$ cat src/hw/rtl/b256_pkg.sv
`timescale 1ns / 1ps
// ----------------------------------------------------------------------------
// b256_pkg
// Shared types, constants and lookup functions of the BLAKE-256/224 engine.
// ----------------------------------------------------------------------------
package b256_pkg;

    // one message word as it travels from the front end to the back end
    typedef struct packed {
        logic [31:0] word;
        logic [2:0]  nbytes;
        logic        last;
    } t_item;

    // compression request from the sequencer
    typedef struct packed {
        logic        start;
        logic [63:0] cnt;
    } t_cmp_req;

    // register indexes on the configuration port
    typedef enum logic [1:0] {
        REG_ROUNDS     = 2'd0,
        REG_DIGEST_224 = 2'd1,
        REG_SALT_HIGH  = 2'd2,
        REG_SALT_LOW   = 2'd3
    } t_reg_idx;

    localparam int FIFO_DEPTH = 4;
    localparam int FIFO_AW    = $clog2(FIFO_DEPTH);
    localparam logic [7:0] ROUNDS_DEF = 8'd14;
    localparam logic [7:0] PAD_BYTE   = 8'h80;

    localparam logic [31:0] IV256 [8] = '{
        32'h6A09E667, 32'hBB67AE85, 32'h3C6EF372, 32'hA54FF53A,
        32'h510E527F, 32'h9B05688C, 32'h1F83D9AB, 32'h5BE0CD19
    };
    localparam logic [31:0] IV224 [8] = '{
        32'hC1059ED8, 32'h367CD507, 32'h3070DD17, 32'hF70E5939,
        32'hFFC00B31, 32'h68581511, 32'h64F98FA7, 32'hBEFA4FA4
    };
    localparam logic [31:0] PI_W [16] = '{
        32'h243F6A88, 32'h85A308D3, 32'h13198A2E, 32'h03707344,
        32'hA4093822, 32'h299F31D0, 32'h082EFA98, 32'hEC4E6C89,
        32'h452821E6, 32'h38D01377, 32'hBE5466CF, 32'h34E90C6C,
        32'hC0AC29B7, 32'hC97C50DD, 32'h3F84D5B5, 32'hB5470917
    };

    // message permutation, entry j of a row in nibble j
    localparam logic [63:0] PERM_ROWS [10] = '{
        64'hFEDCBA9876543210, 64'h357B20C16DF984AE, 64'h491763EADF250C8B,
        64'h8F04A562EBCD1397, 64'hD386CB1EFA427509, 64'h91EF57D438B0A6C2,
        64'hB8293670A4DEF15C, 64'hA2684F05931CE7BD, 64'h5A417D2C803B9EF6,
        64'h0DC3E9BF5167482A
    };

    function automatic logic [3:0] perm_at(input logic [3:0] row, input logic [3:0] pos);
        logic [63:0] r;
        r = PERM_ROWS[row];
        return r[{pos, 2'b00} +: 4];
    endfunction

endpackage

$ cat src/hw/rtl/b256_front.sv
`timescale 1ns / 1ps
// ----------------------------------------------------------------------------
// b256_front
// Input stage: takes stream words, clamps the byte count, queues them.
// ----------------------------------------------------------------------------
module b256_front import b256_pkg::*; (
    input  logic        i_clk,
    input  logic        i_rst_n,
    input  logic        i_s_axis_tvalid,
    output logic        o_s_axis_tready,
    input  logic [39:0] i_s_axis_tdata,   // [31:0] message_word, [34:32] valid_bytes
    input  logic        i_s_axis_tlast,   // final_word
    input  logic        i_full,
    output logic        o_push,
    output t_item       o_item
);

    logic  r_valid;
    t_item r_item;
    t_item n_item;
    logic  accept;

    // byte counts above four count as a full word
    always_comb begin
        n_item.word   = i_s_axis_tdata[31:0];
        n_item.nbytes = (i_s_axis_tdata[34] && (i_s_axis_tdata[33:32] != 2'b00)) ?
                        3'd4 : i_s_axis_tdata[34:32];
        n_item.last   = i_s_axis_tlast;
    end

    assign o_s_axis_tready = !r_valid || !i_full;
    assign accept          = i_s_axis_tvalid && o_s_axis_tready;
    assign o_push          = r_valid && !i_full;
    assign o_item          = r_item;

    // holding register in front of the queue
    always_ff @(posedge i_clk) begin
        if (!i_rst_n) begin
            r_valid <= 1'b0;
        end else if (accept) begin
            r_valid <= 1'b1;
        end else if (o_push) begin
            r_valid <= 1'b0;
        end
    end

    always_ff @(posedge i_clk) begin
        if (accept) begin
            r_item <= n_item;
        end
    end

endmodule

$ cat src/hw/rtl/b256_fifo.sv
`timescale 1ns / 1ps
// ----------------------------------------------------------------------------
// b256_fifo
// Short word queue between front end and sequencer.
// ----------------------------------------------------------------------------
module b256_fifo import b256_pkg::*; (
    input  logic  i_clk,
    input  logic  i_rst_n,
    input  logic  i_push,
    input  t_item i_item,
    output logic  o_full,
    input  logic  i_pop,
    output t_item o_item,
    output logic  o_empty
);

    t_item              r_mem [FIFO_DEPTH];
    logic [FIFO_AW-1:0] r_wp;
    logic [FIFO_AW-1:0] r_rp;
    logic [FIFO_AW:0]   r_cnt;

    assign o_full  = (r_cnt == (FIFO_AW + 1)'(FIFO_DEPTH));
    assign o_empty = (r_cnt == '0);
    assign o_item  = r_mem[r_rp];

    // pointers and fill level
    always_ff @(posedge i_clk) begin
        if (!i_rst_n) begin
            r_wp  <= '0;
            r_rp  <= '0;
            r_cnt <= '0;
        end else begin
            if (i_push) begin
                r_wp <= r_wp + 1'b1;
            end
            if (i_pop) begin
                r_rp <= r_rp + 1'b1;
            end
            case ({i_push, i_pop})
                2'b10:   r_cnt <= r_cnt + 1'b1;
                2'b01:   r_cnt <= r_cnt - 1'b1;
                default: r_cnt <= r_cnt;
            endcase
        end
    end

    always_ff @(posedge i_clk) begin
        if (i_push) begin
            r_mem[r_wp] <= i_item;
        end
    end

endmodule

$ cat src/hw/rtl/b256_comp.sv
`timescale 1ns / 1ps
// ----------------------------------------------------------------------------
// b256_comp
// Compression unit: one half-G step per cycle on fixed state positions,
// rows rotated between steps to walk columns and diagonals.
// ----------------------------------------------------------------------------
module b256_comp import b256_pkg::*; (
    input  logic         i_clk,
    input  logic         i_rst_n,
    input  t_cmp_req     i_req,
    input  logic [7:0]   i_rounds,
    input  logic [127:0] i_salt,
    input  logic [31:0]  i_chain [8],
    output logic [3:0]   o_rd_addr,
    input  logic [31:0]  i_rd_data,
    output logic         o_done,
    output logic [31:0]  o_chain [8]
);

    typedef enum logic [2:0] {
        C_IDLE = 3'b001,
        C_RUN  = 3'b010,
        C_FIN  = 3'b100
    } t_cst;

    t_cst        r_st;
    logic [31:0] r_v [16];
    logic [31:0] n_v [16];
    logic [3:0]  r_step;
    logic [3:0]  n_step;
    logic [3:0]  r_row;
    logic [3:0]  n_row;
    logic [7:0]  r_rnd;
    logic [31:0] r_pik;
    logic [31:0] salt_w [4];
    logic [7:0]  nr;
    logic        last_step;

    function automatic logic [31:0] ror(input logic [31:0] x, input int n);
        return (x >> n) | (x << (32 - n));
    endfunction

    assign salt_w[0] = i_salt[127:96];
    assign salt_w[1] = i_salt[95:64];
    assign salt_w[2] = i_salt[63:32];
    assign salt_w[3] = i_salt[31:0];
    assign nr        = (i_rounds == 8'd0) ? ROUNDS_DEF : i_rounds;
    assign last_step = (r_step == 4'd15) && (r_rnd == nr - 8'd1);
    assign o_done    = (r_st == C_FIN);

    // step position of the next cycle, drives the read-ahead
    always_comb begin
        n_step = 4'd0;
        n_row  = 4'd0;
        if (r_st == C_RUN) begin
            n_step = r_step + 4'd1;
            n_row  = r_row;
            if (r_step == 4'd15) begin
                n_row = (r_row == 4'd9) ? 4'd0 : r_row + 4'd1;
            end
        end
    end

    assign o_rd_addr = perm_at(n_row, n_step);

    // half of a G function on positions 0, 4, 8, 12 plus row rotation
    always_comb begin
        logic [31:0] x, a1, b1, c1, d1;
        logic [31:0] t [16];
        logic [1:0]  k;
        logic [2:0]  g;
        x  = i_rd_data ^ r_pik;
        g  = r_step[3:1];
        a1 = r_v[0] + r_v[4] + x;
        if (!r_step[0]) begin
            d1 = ror(r_v[12] ^ a1, 16);
            c1 = r_v[8] + d1;
            b1 = ror(r_v[4] ^ c1, 12);
        end else begin
            d1 = ror(r_v[12] ^ a1, 8);
            c1 = r_v[8] + d1;
            b1 = ror(r_v[4] ^ c1, 7);
        end
        t = r_v;
        t[0]  = a1;
        t[4]  = b1;
        t[8]  = c1;
        t[12] = d1;
        for (int r = 0; r < 4; r++) begin
            if (!r_step[0]) begin
                k = 2'd0;
            end else if (g == 3'd3) begin
                k = 2'(r + 1);
            end else if (g == 3'd7) begin
                k = 2'(5 - r);
            end else begin
                k = 2'd1;
            end
            for (int i = 0; i < 4; i++) begin
                n_v[4*r + i] = t[4*r + 32'(2'(2'(i) + k))];
            end
        end
    end

    // sequencing of rounds and steps
    always_ff @(posedge i_clk) begin
        if (!i_rst_n) begin
            r_st   <= C_IDLE;
            r_step <= 4'd0;
            r_row  <= 4'd0;
            r_rnd  <= 8'd0;
        end else begin
            case (r_st)
                C_IDLE: begin
                    r_step <= 4'd0;
                    r_row  <= 4'd0;
                    r_rnd  <= 8'd0;
                    if (i_req.start) begin
                        r_st <= C_RUN;
                    end
                end
                C_RUN: begin
                    r_step <= n_step;
                    r_row  <= n_row;
                    if (r_step == 4'd15) begin
                        r_rnd <= r_rnd + 8'd1;
                    end
                    if (last_step) begin
                        r_st <= C_FIN;
                    end
                end
                C_FIN: begin
                    r_st <= C_IDLE;
                end
                default: begin
                    r_st <= C_IDLE;
                end
            endcase
        end
    end

    // working state
    always_ff @(posedge i_clk) begin
        r_pik <= PI_W[perm_at(n_row, n_step ^ 4'd1)];
        if (r_st == C_IDLE && i_req.start) begin
            for (int i = 0; i < 8; i++) begin
                r_v[i] <= i_chain[i];
            end
            for (int i = 0; i < 4; i++) begin
                r_v[8 + i] <= PI_W[i] ^ salt_w[i];
            end
            r_v[12] <= PI_W[4] ^ i_req.cnt[31:0];
            r_v[13] <= PI_W[5] ^ i_req.cnt[31:0];
            r_v[14] <= PI_W[6] ^ i_req.cnt[63:32];
            r_v[15] <= PI_W[7] ^ i_req.cnt[63:32];
        end else if (r_st == C_RUN) begin
            r_v <= n_v;
        end
    end

    // finalization into the new chaining value
    always_comb begin
        for (int i = 0; i < 8; i++) begin
            o_chain[i] = i_chain[i] ^ r_v[i] ^ r_v[8 + i] ^ salt_w[i % 4];
        end
    end

endmodule

$ cat src/hw/rtl/b256_back.sv
`timescale 1ns / 1ps
// ----------------------------------------------------------------------------
// b256_back
// Sequencer: packs bytes into the block buffer, pads, runs compressions
// and sends the digest words.
// ----------------------------------------------------------------------------
module b256_back import b256_pkg::*; (
    input  logic        i_clk,
    input  logic        i_rst_n,
    input  logic        i_d224,
    input  logic        i_restart,
    input  t_item       i_item,
    input  logic        i_empty,
    output logic        o_pop,
    output t_cmp_req    o_req,
    input  logic        i_done,
    input  logic [31:0] i_chain_new [8],
    output logic [31:0] o_chain [8],
    input  logic [3:0]  i_rd_addr,
    output logic [31:0] o_rd_data,
    output logic        o_m_axis_tvalid,
    input  logic        i_m_axis_tready,
    output logic [39:0] o_m_axis_tdata,   // [31:0] digest_word, [34:32] word_index
    output logic        o_m_axis_tlast    // last_of_digest
);

    typedef enum logic [6:0] {
        B_IDLE = 7'b0000001,
        B_BYTE = 7'b0000010,
        B_PAD  = 7'b0000100,
        B_LENH = 7'b0001000,
        B_LENL = 7'b0010000,
        B_COMP = 7'b0100000,
        B_OUT  = 7'b1000000
    } t_bst;

    t_bst        r_st;
    t_bst        r_ret;
    logic [31:0] r_word;
    logic [2:0]  r_nb;
    logic [2:0]  r_bi;
    logic        r_fin;
    logic [5:0]  r_fill;
    logic [63:0] r_cnt;
    logic        r_empty;
    logic        r_padfirst;
    logic        r_fint;
    logic [31:0] r_acc;
    logic [31:0] r_chain [8];
    logic [2:0]  r_oi;
    logic        r_ovalid;
    logic [31:0] r_odata;
    logic [2:0]  r_oidx;
    logic        r_olast;
    logic        r_start;
    logic [63:0] r_t;
    logic [31:0] r_rdata;
    logic [31:0] r_blk [16];

    logic [7:0]  put_b;
    logic [31:0] merged;
    logic        put_en;
    logic        mem_we;
    logic [3:0]  mem_wa;
    logic [31:0] mem_wd;
    logic        out_load;
    logic        out_last;

    assign o_pop    = (r_st == B_IDLE) && !i_empty && !i_restart;
    assign o_chain  = r_chain;
    assign o_rd_data = r_rdata;
    assign o_req.start = r_start;
    assign o_req.cnt   = r_t;
    assign o_m_axis_tvalid = r_ovalid;
    assign o_m_axis_tdata  = {5'd0, r_oidx, r_odata};
    assign o_m_axis_tlast  = r_olast;
    assign out_load = (r_st == B_OUT) && (!r_ovalid || i_m_axis_tready);
    assign out_last = (r_oi == (i_d224 ? 3'd6 : 3'd7));

    // byte to place this cycle
    always_comb begin
        put_en = ((r_st == B_BYTE) && (r_bi < r_nb)) || (r_st == B_PAD);
        if (r_st == B_PAD) begin
            put_b = r_padfirst ? PAD_BYTE : 8'h00;
        end else begin
            case (r_bi[1:0])
                2'd0:    put_b = r_word[31:24];
                2'd1:    put_b = r_word[23:16];
                2'd2:    put_b = r_word[15:8];
                default: put_b = r_word[7:0];
            endcase
        end
        merged = r_acc;
        case (r_fill[1:0])
            2'd0:    merged[31:24] = put_b;
            2'd1:    merged[23:16] = put_b;
            2'd2:    merged[15:8]  = put_b;
            default: merged[7:0]   = put_b;
        endcase
    end

    // block buffer write port
    always_comb begin
        mem_we = 1'b0;
        mem_wa = r_fill[5:2];
        mem_wd = merged;
        if (put_en && (r_fill[1:0] == 2'd3)) begin
            mem_we = 1'b1;
            if (r_fint && !i_d224 && (r_fill[5:2] == 4'd13)) begin
                mem_wd = merged ^ 32'h1;
            end
        end else if (r_st == B_LENH) begin
            mem_we = 1'b1;
            mem_wa = 4'd14;
            mem_wd = r_cnt[63:32];
        end else if (r_st == B_LENL) begin
            mem_we = 1'b1;
            mem_wa = 4'd15;
            mem_wd = r_cnt[31:0];
        end
    end

    always_ff @(posedge i_clk) begin
        if (mem_we) begin
            r_blk[mem_wa] <= mem_wd;
        end
        r_rdata <= r_blk[i_rd_addr];
    end

    // main sequencer
    always_ff @(posedge i_clk) begin
        if (!i_rst_n) begin
            r_st       <= B_IDLE;
            r_ret      <= B_IDLE;
            r_fill     <= 6'd0;
            r_cnt      <= 64'd0;
            r_fint     <= 1'b0;
            r_padfirst <= 1'b0;
            r_empty    <= 1'b0;
            r_start    <= 1'b0;
            r_ovalid   <= 1'b0;
            r_oi       <= 3'd0;
            r_chain    <= IV256;
        end else begin
            if (put_en) begin
                r_acc <= merged;
            end
            if (out_load) begin
                r_ovalid <= 1'b1;
            end else if (r_ovalid && i_m_axis_tready) begin
                r_ovalid <= 1'b0;
            end
            case (r_st)
                B_IDLE: begin
                    if (i_restart) begin
                        for (int i = 0; i < 8; i++) begin
                            r_chain[i] <= i_d224 ? IV224[i] : IV256[i];
                        end
                        r_fill  <= 6'd0;
                        r_cnt   <= 64'd0;
                    end else if (!i_empty) begin
                        r_word <= i_item.word;
                        r_nb   <= i_item.nbytes;
                        r_fin  <= i_item.last;
                        r_bi   <= 3'd0;
                        r_st   <= B_BYTE;
                    end
                end
                B_BYTE: begin
                    if (r_bi < r_nb) begin
                        r_bi <= r_bi + 3'd1;
                        if (r_fill == 6'd63) begin
                            r_fill  <= 6'd0;
                            r_cnt   <= r_cnt + 64'd512;
                            r_t     <= r_cnt + 64'd512;
                            r_start <= 1'b1;
                            r_ret   <= B_BYTE;
                            r_st    <= B_COMP;
                        end else begin
                            r_fill <= r_fill + 6'd1;
                        end
                    end else if (r_fin) begin
                        r_cnt      <= r_cnt + {55'd0, r_fill, 3'd0};
                        r_empty    <= (r_fill == 6'd0);
                        r_padfirst <= 1'b1;
                        r_fint     <= 1'b1;
                        r_st       <= B_PAD;
                    end else begin
                        r_st <= B_IDLE;
                    end
                end
                B_PAD: begin
                    r_padfirst <= 1'b0;
                    if (r_fill == 6'd55) begin
                        r_fill <= 6'd56;
                        r_st   <= B_LENH;
                    end else if (r_fill == 6'd63) begin
                        r_fill  <= 6'd0;
                        r_t     <= r_cnt;
                        r_empty <= 1'b1;
                        r_start <= 1'b1;
                        r_ret   <= B_PAD;
                        r_st    <= B_COMP;
                    end else begin
                        r_fill <= r_fill + 6'd1;
                    end
                end
                B_LENH: begin
                    r_st <= B_LENL;
                end
                B_LENL: begin
                    r_t     <= r_empty ? 64'd0 : r_cnt;
                    r_start <= 1'b1;
                    r_ret   <= B_OUT;
                    r_oi    <= 3'd0;
                    r_st    <= B_COMP;
                end
                B_COMP: begin
                    // start request lasts one cycle
                    r_start <= 1'b0;
                    if (i_done) begin
                        r_chain <= i_chain_new;
                        r_st    <= r_ret;
                    end
                end
                B_OUT: begin
                    if (out_load) begin
                        r_oi     <= r_oi + 3'd1;
                        if (out_last) begin
                            for (int i = 0; i < 8; i++) begin
                                r_chain[i] <= i_d224 ? IV224[i] : IV256[i];
                            end
                            r_fill  <= 6'd0;
                            r_cnt   <= 64'd0;
                            r_fint  <= 1'b0;
                            r_st    <= B_IDLE;
                        end
                    end
                end
                default: begin
                    r_st <= B_IDLE;
                end
            endcase
        end
    end

    // digest word register
    always_ff @(posedge i_clk) begin
        if (out_load) begin
            r_odata <= r_chain[r_oi];
            r_oidx  <= r_oi;
            r_olast <= out_last;
        end
    end

endmodule

$ cat src/hw/rtl/blake256_hash_engine.sv
`timescale 1ns / 1ps
// ----------------------------------------------------------------------------
// blake256_hash_engine
// BLAKE-256/224 hash engine with stream input and digest output.
// ----------------------------------------------------------------------------
// Usage:
//   Message words enter on the s_axis channel, big-endian, valid_bytes in
//   tdata[34:32] and the end of message on tlast. After the last word the
//   digest leaves on m_axis, one word per beat with its index in
//   tdata[34:32], tlast on the last word (eight words, seven for 224).
//   Registers (APB, 64-bit data, 8-byte stride): rounds, digest_224,
//   salt_high, salt_low. Write them only while the engine is idle; a write
//   to digest_224 starts a new message.
// Operation:
//   A word is fetched from the queue, its valid bytes are placed in order and
//   the word is then closed. A full block is compressed by the single half-G
//   datapath, which does one half of a G function a cycle. The last word
//   adds padding, one or two compressions and the seven or eight digest words.
//   A four-entry word queue lets the input keep flowing while the back end
//   compresses. If the receiver stalls, the current digest word holds and
//   the engine waits; reset empties all queues and loads the 256 IV.
// ----------------------------------------------------------------------------
module blake256_hash_engine import b256_pkg::*; (
    input  logic        i_clk,
    input  logic        i_rst_n,
    input  logic        i_s_axis_tvalid,
    output logic        o_s_axis_tready,
    input  logic [39:0] i_s_axis_tdata,   // [31:0] message_word, [34:32] valid_bytes
    input  logic        i_s_axis_tlast,   // final_word
    output logic        o_m_axis_tvalid,
    input  logic        i_m_axis_tready,
    output logic [39:0] o_m_axis_tdata,   // [31:0] digest_word, [34:32] word_index
    output logic        o_m_axis_tlast,   // last_of_digest
    input  logic        psel,
    input  logic        penable,
    input  logic        pwrite,
    input  logic [4:0]  paddr,
    input  logic [63:0] pwdata,
    output logic [63:0] prdata,
    output logic        pready
);

    logic [7:0]  r_rounds;
    logic        r_d224;
    logic [63:0] r_salth;
    logic [63:0] r_saltl;
    logic        r_restart;
    logic        wr_en;

    logic        push;
    t_item       f_item;
    logic        full;
    logic        pop;
    t_item       q_item;
    logic        empty;
    t_cmp_req    req;
    logic        done;
    logic [31:0] chain [8];
    logic [31:0] chain_new [8];
    logic [3:0]  rd_addr;
    logic [31:0] rd_data;

    // register file
    assign pready = 1'b1;
    assign wr_en  = psel && penable && pwrite && pready;

    always_ff @(posedge i_clk) begin
        if (!i_rst_n) begin
            r_rounds  <= ROUNDS_DEF;
            r_d224    <= 1'b0;
            r_salth   <= 64'd0;
            r_saltl   <= 64'd0;
            r_restart <= 1'b0;
        end else begin
            r_restart <= wr_en && (paddr[4:3] == REG_DIGEST_224);
            if (wr_en) begin
                case (paddr[4:3])
                    REG_ROUNDS:     r_rounds <= pwdata[7:0];
                    REG_DIGEST_224: r_d224   <= pwdata[0];
                    REG_SALT_HIGH:  r_salth  <= pwdata;
                    REG_SALT_LOW:   r_saltl  <= pwdata;
                    default:        r_rounds <= r_rounds;
                endcase
            end
        end
    end

    always_comb begin
        case (paddr[4:3])
            REG_ROUNDS:     prdata = {56'd0, r_rounds};
            REG_DIGEST_224: prdata = {63'd0, r_d224};
            REG_SALT_HIGH:  prdata = r_salth;
            REG_SALT_LOW:   prdata = r_saltl;
            default:        prdata = 64'd0;
        endcase
    end

    b256_front u_front (
        .i_clk           (i_clk),
        .i_rst_n         (i_rst_n),
        .i_s_axis_tvalid (i_s_axis_tvalid),
        .o_s_axis_tready (o_s_axis_tready),
        .i_s_axis_tdata  (i_s_axis_tdata),
        .i_s_axis_tlast  (i_s_axis_tlast),
        .i_full          (full),
        .o_push          (push),
        .o_item          (f_item)
    );

    b256_fifo u_fifo (
        .i_clk   (i_clk),
        .i_rst_n (i_rst_n),
        .i_push  (push),
        .i_item  (f_item),
        .o_full  (full),
        .i_pop   (pop),
        .o_item  (q_item),
        .o_empty (empty)
    );

    b256_back u_back (
        .i_clk           (i_clk),
        .i_rst_n         (i_rst_n),
        .i_d224          (r_d224),
        .i_restart       (r_restart),
        .i_item          (q_item),
        .i_empty         (empty),
        .o_pop           (pop),
        .o_req           (req),
        .i_done          (done),
        .i_chain_new     (chain_new),
        .o_chain         (chain),
        .i_rd_addr       (rd_addr),
        .o_rd_data       (rd_data),
        .o_m_axis_tvalid (o_m_axis_tvalid),
        .i_m_axis_tready (i_m_axis_tready),
        .o_m_axis_tdata  (o_m_axis_tdata),
        .o_m_axis_tlast  (o_m_axis_tlast)
    );

    b256_comp u_comp (
        .i_clk     (i_clk),
        .i_rst_n   (i_rst_n),
        .i_req     (req),
        .i_rounds  (r_rounds),
        .i_salt    ({r_salth, r_saltl}),
        .i_chain   (chain),
        .o_rd_addr (rd_addr),
        .i_rd_data (rd_data),
        .o_done    (done),
        .o_chain   (chain_new)
    );

endmodule

$ cat config.mk
export PLATFORM = sky130hd
export DESIGN_NAME = blake256_hash_engine
export DESIGN_NICKNAME = d
export VERILOG_FILES = /design/src/hw/rtl/b256_pkg.sv /design/src/hw/rtl/b256_front.sv /design/src/hw/rtl/b256_fifo.sv /design/src/hw/rtl/b256_comp.sv /design/src/hw/rtl/b256_back.sv /design/src/hw/rtl/blake256_hash_engine.sv
export SDC_FILE = /design/constraint.sdc
export NUM_CORES = 2
export LEC_CHECK = 0
export BUFFER_PORTS_ARGS = -buffer_cell sky130_fd_sc_hd__buf_2
export CORE_MARGIN = 8
export CORE_UTILIZATION = 60
export CTS_BUF_LIST = sky130_fd_sc_hd__clkbuf_4 sky130_fd_sc_hd__clkbuf_8 sky130_fd_sc_hd__clkbuf_16
export DETAILED_ROUTE_END_ITERATION = 6
export PLACE_DENSITY = 0.85
export SLEW_MARGIN = 20
export SYNTH_ARGS = -nofsm -noshare
export SYNTH_HDL_FRONTEND = slang
export SYNTH_SLANG_ARGS = --single-unit
$ cat constraint.sdc
create_clock -name i_clk -period 15.1 [get_ports i_clk]
set_clock_uncertainty 0.15 [all_clocks]
set_input_delay 0.755 -clock i_clk [delete_from_list [all_inputs] [get_ports i_clk]]
set_output_delay 0.755 -clock i_clk [all_outputs]
set_load 0.005 [all_outputs]
==> impl_metrics.tcl <==
set metrics [dict create \
    nets 10715 \
    numCtsBuffers 198 \
    fmax_ghz 0.105 \
    crit_fanout 6 \
    yosys-top-cells-area "edfxtp_1 39%, dfxtp_1 11%, nand2_1 5.5%" \
    die_h_um 434 \
    vdd_drop_max_mv 0.166 \
    violations "DRC" \
    async_flop_share_pct 0 \
    final_core_util_pct 66.9 \
    first_pass_iters 7 \
    fin_crit_sh_pct 63.3 \
    setup_viol 0 \
    yosys_register_bits 1944 \
    fin_setup_tns_ns 0 \
    syn_area_mm2 0.105 \
    rsz0062_at_grt "no" \
    synth_cell_types 104 \
    setup_slack_ns 5.54 \
    die-width_um 434 \
    synth_common_cells "1545 x nand2_1, 1373 x edfxtp_1, 830 x a21oi_1" \
    vias_per_cell 6.99 \
    root_buffer "clkbuf_16" \
    p_per_area_mw_per_mm2 110 \
    drc_errors 4 \
    drive_gt1_share_pct 10.4 \
    syn_inst 10461 \
    gr-total-overflow 0 \
    grt_pass1_wl_um 588000 \
    slowest_delay_ns 0.99 \
    clk_latency_ns 0.91 \
    path_cells "xnor2_1 > fa_1 > inv_1 > ha_1 > fa_1 > a211oi_1 > o21bai_1 > a211o_1 > nand4_1 > nand2_1 > a21oi_1 > xnor2_2 > xor2_1 > ha_1 > o21ai_0 > nor2_1 > o41ai_1 > nand3_1 > a31oi_1 > o211ai_1 > a21oi_1 > xnor3_1 > o221ai_1 > o21ai_0" \
    crit_type "reg -> reg" \
    gr-usage-all-layers_pct 42.2 \
    core_mm2 0.174 \
    synth_area_per_cell_um2 10.0 \
    syn_to_final_growth_pct 10.7 \
    synth_top_area_share_pct 39.3 \
    grt_pass1_vias 85574 \
    cts_tree "yes" \
    post-cts-setup-buffer-count 0 \
    hold_viol_final 0 \
    place.gp.congestion 1.03 \
    cts_max_level 4 \
    ys_warn_count 0 \
    clk_pin_slew_ns 0.06 \
    cts_num_sinks 1944 \
    cp-start-kind "register" \
    num_vias 90464 \
    critPathArrivalTime_ns 9.99 \
    placed_cell_area_mm2 0.108 \
    core.rowCount 153 \
    die-area_mm2 0.189 \
    start_util_pct 60.4 \
    post-synth-top-count-cell "nand2_1" \
    portBuffers 210 \
    ys.flop_type "edfxtp_1" \
    antenna_left 0 \
    ioPinCount 225 \
    drtIter0Drc 14926 \
    wl_um 412000 \
    place_ws_ns 5.93 \
    antenna_found_initial 41 \
    status "finished, violations left" \
    synth-edff-count 1373 \
    relSlewSlack_pct 11.0 \
    cts_buffer_depth 3 \
    worstSetupEndpointType "register" \
    crit_path_top_delay_cell "xor2_1" \
    dp.final_hpwl_um 272000 \
    fin_area_mm2 0.116 \
    cp.required_ns 15.53 \
    cts-resized-gates 0 \
    yosysSeqAreaShare_pct 50.1 \
    worst_pin_slew_ns 1.30 \
    wl_per_cell_um 31.8 \
    hold_class "in -> reg" \
    slew_violations 0 \
    synth.largest_area_cell "edfxtp_1" \
    leakage_uw 0.0405 \
    period_minus_slack_ns 9.56 \
    grt_max_degree 198 \
    maxCapViolCount 0 \
]
layout make-up:
cell class / count / area, um^2
multi-input cells: 7569 / 49200
repair buffers: 503 / 3600
flip-flops and latches: 1944 / 52700
fillers: 12728 / 57500
inverters: 206 / 783
clock buffers: 260 / 5670
well taps: 2325 / 2910
clock inverters: 117 / 1370
diodes: 16 / 40.0
metrics by stage:
step	hold slack (ns)	std cells	power, uW
floorplan	0.256	10466	7110
global placement	0.284	12454	7460
detailed placement	0.305	12454	7540
CTS	0.00198	12920	12700
global route	0.0207	12927	13100
finish	0.0373	12940	12800
power by group:
| part | switching, uW | internal (uW) | total [uW] |
|---|---|---|---|
| clock network | 2310 | 2990 | 5300 |
| logic | 947 | 514 | 1460 |
| registers | 168 | 5900 | 6060 |
| total | 3430 | 9400 | 12800 |
cells in the final DEF, fill, tap and decap left out, types with 101 or more instances in the layout:
| cell | instances |
|---|---|
| nand2_1 | 1536 |
| edfxtp_1 | 1373 |
| a21oi_1 | 808 |
| o21ai_0 | 747 |
| nor2_1 | 689 |
| dfxtp_1 | 565 |
| xnor2_1 | 478 |
| mux2i_1 | 461 |
| xor2_1 | 385 |
| nand3_1 | 234 |
| buf_2 | 208 |
| clkbuf_16 | 207 |
| inv_1 | 202 |
| buf_4 | 195 |
| o211ai_1 | 188 |
| nor3_1 | 177 |
| a22oi_1 | 155 |
| ha_1 | 140 |
| a21o_1 | 130 |
| a211oi_1 | 112 |
| mux4_2 | 102 |
| o31ai_1 | 101 |
state kept, by name (all words and copies together) (netlist names), 6 cells and up:
| signal | cells |
|---|---|
| r_rounds | 8 |
| r_salth | 64 |
| r_saltl | 64 |
| u_back.o_chain | 256 |
| u_back.o_rd_data | 32 |
| u_back.r_acc | 32 |
| u_back.r_blk | 512 |
| u_back.r_cnt | 61 |
| u_back.r_fill | 6 |
| u_back.r_odata | 32 |
| u_back.r_st | 7 |
| u_back.r_t | 62 |
| u_back.r_word | 32 |
| u_comp.r_pik | 32 |
| u_comp.r_rnd | 8 |
| u_comp.r_v | 512 |
| u_fifo.r_mem | 144 |
| u_front.o_item | 36 |
path summary, 6_finish.rpt:
kind	cells after the start	slack, ns	endpoint	startpoint
min	3	0.04	r_salth[56]	pwdata[56]
max reg2reg	24	5.54	u_comp.r_v[371]	u_comp.r_pik[0]
max	24	5.54	u_comp.r_v[371]	u_comp.r_pik[0]
min reg2reg	2	0.33	u_back.r_ret[1]	u_back.r_ret[1]
timing repair:
action                                  CTS  global route
hold buffers                             89             0
endpoints found under the setup margin    0             0
hold endpoints to repair                147             0
routing by layer:
layer	GRT usage [%]	vias up	part of all wire, %
li1	-	37958	-
met1	50.2	43145	33
met2	62.5	7505	43
met3	15.0	1836	14
met4	32.6	20	10
met5	0	-	0.035
logic make-up after synthesis:
group,synth area share [%]
buffers and inverters,3.60
other,0.00715
DFF,50.1
AOI/OAI and AO/OA,16.0
muxes,7.37
xor gates and xnor gates,7.47
adders and majority gates,2.35
and+or+nand+nor,13.1
worst max-delay path: cells and delay by family (launching register included):
| family | cells | cell delay [ns] |
|---|---|---|
| DFF | 1 | 0.31 |
| and+or+nand+nor | 4 | 0.81 |
| AOI/OAI and AO/OA | 11 | 3.71 |
| adders and majority gates | 4 | 1.57 |
| buffers and inverters | 1 | 0.05 |
| xor gates and xnor gates | 4 | 2.60 |
No activity file was read; power rests on OpenSTA's default activity.
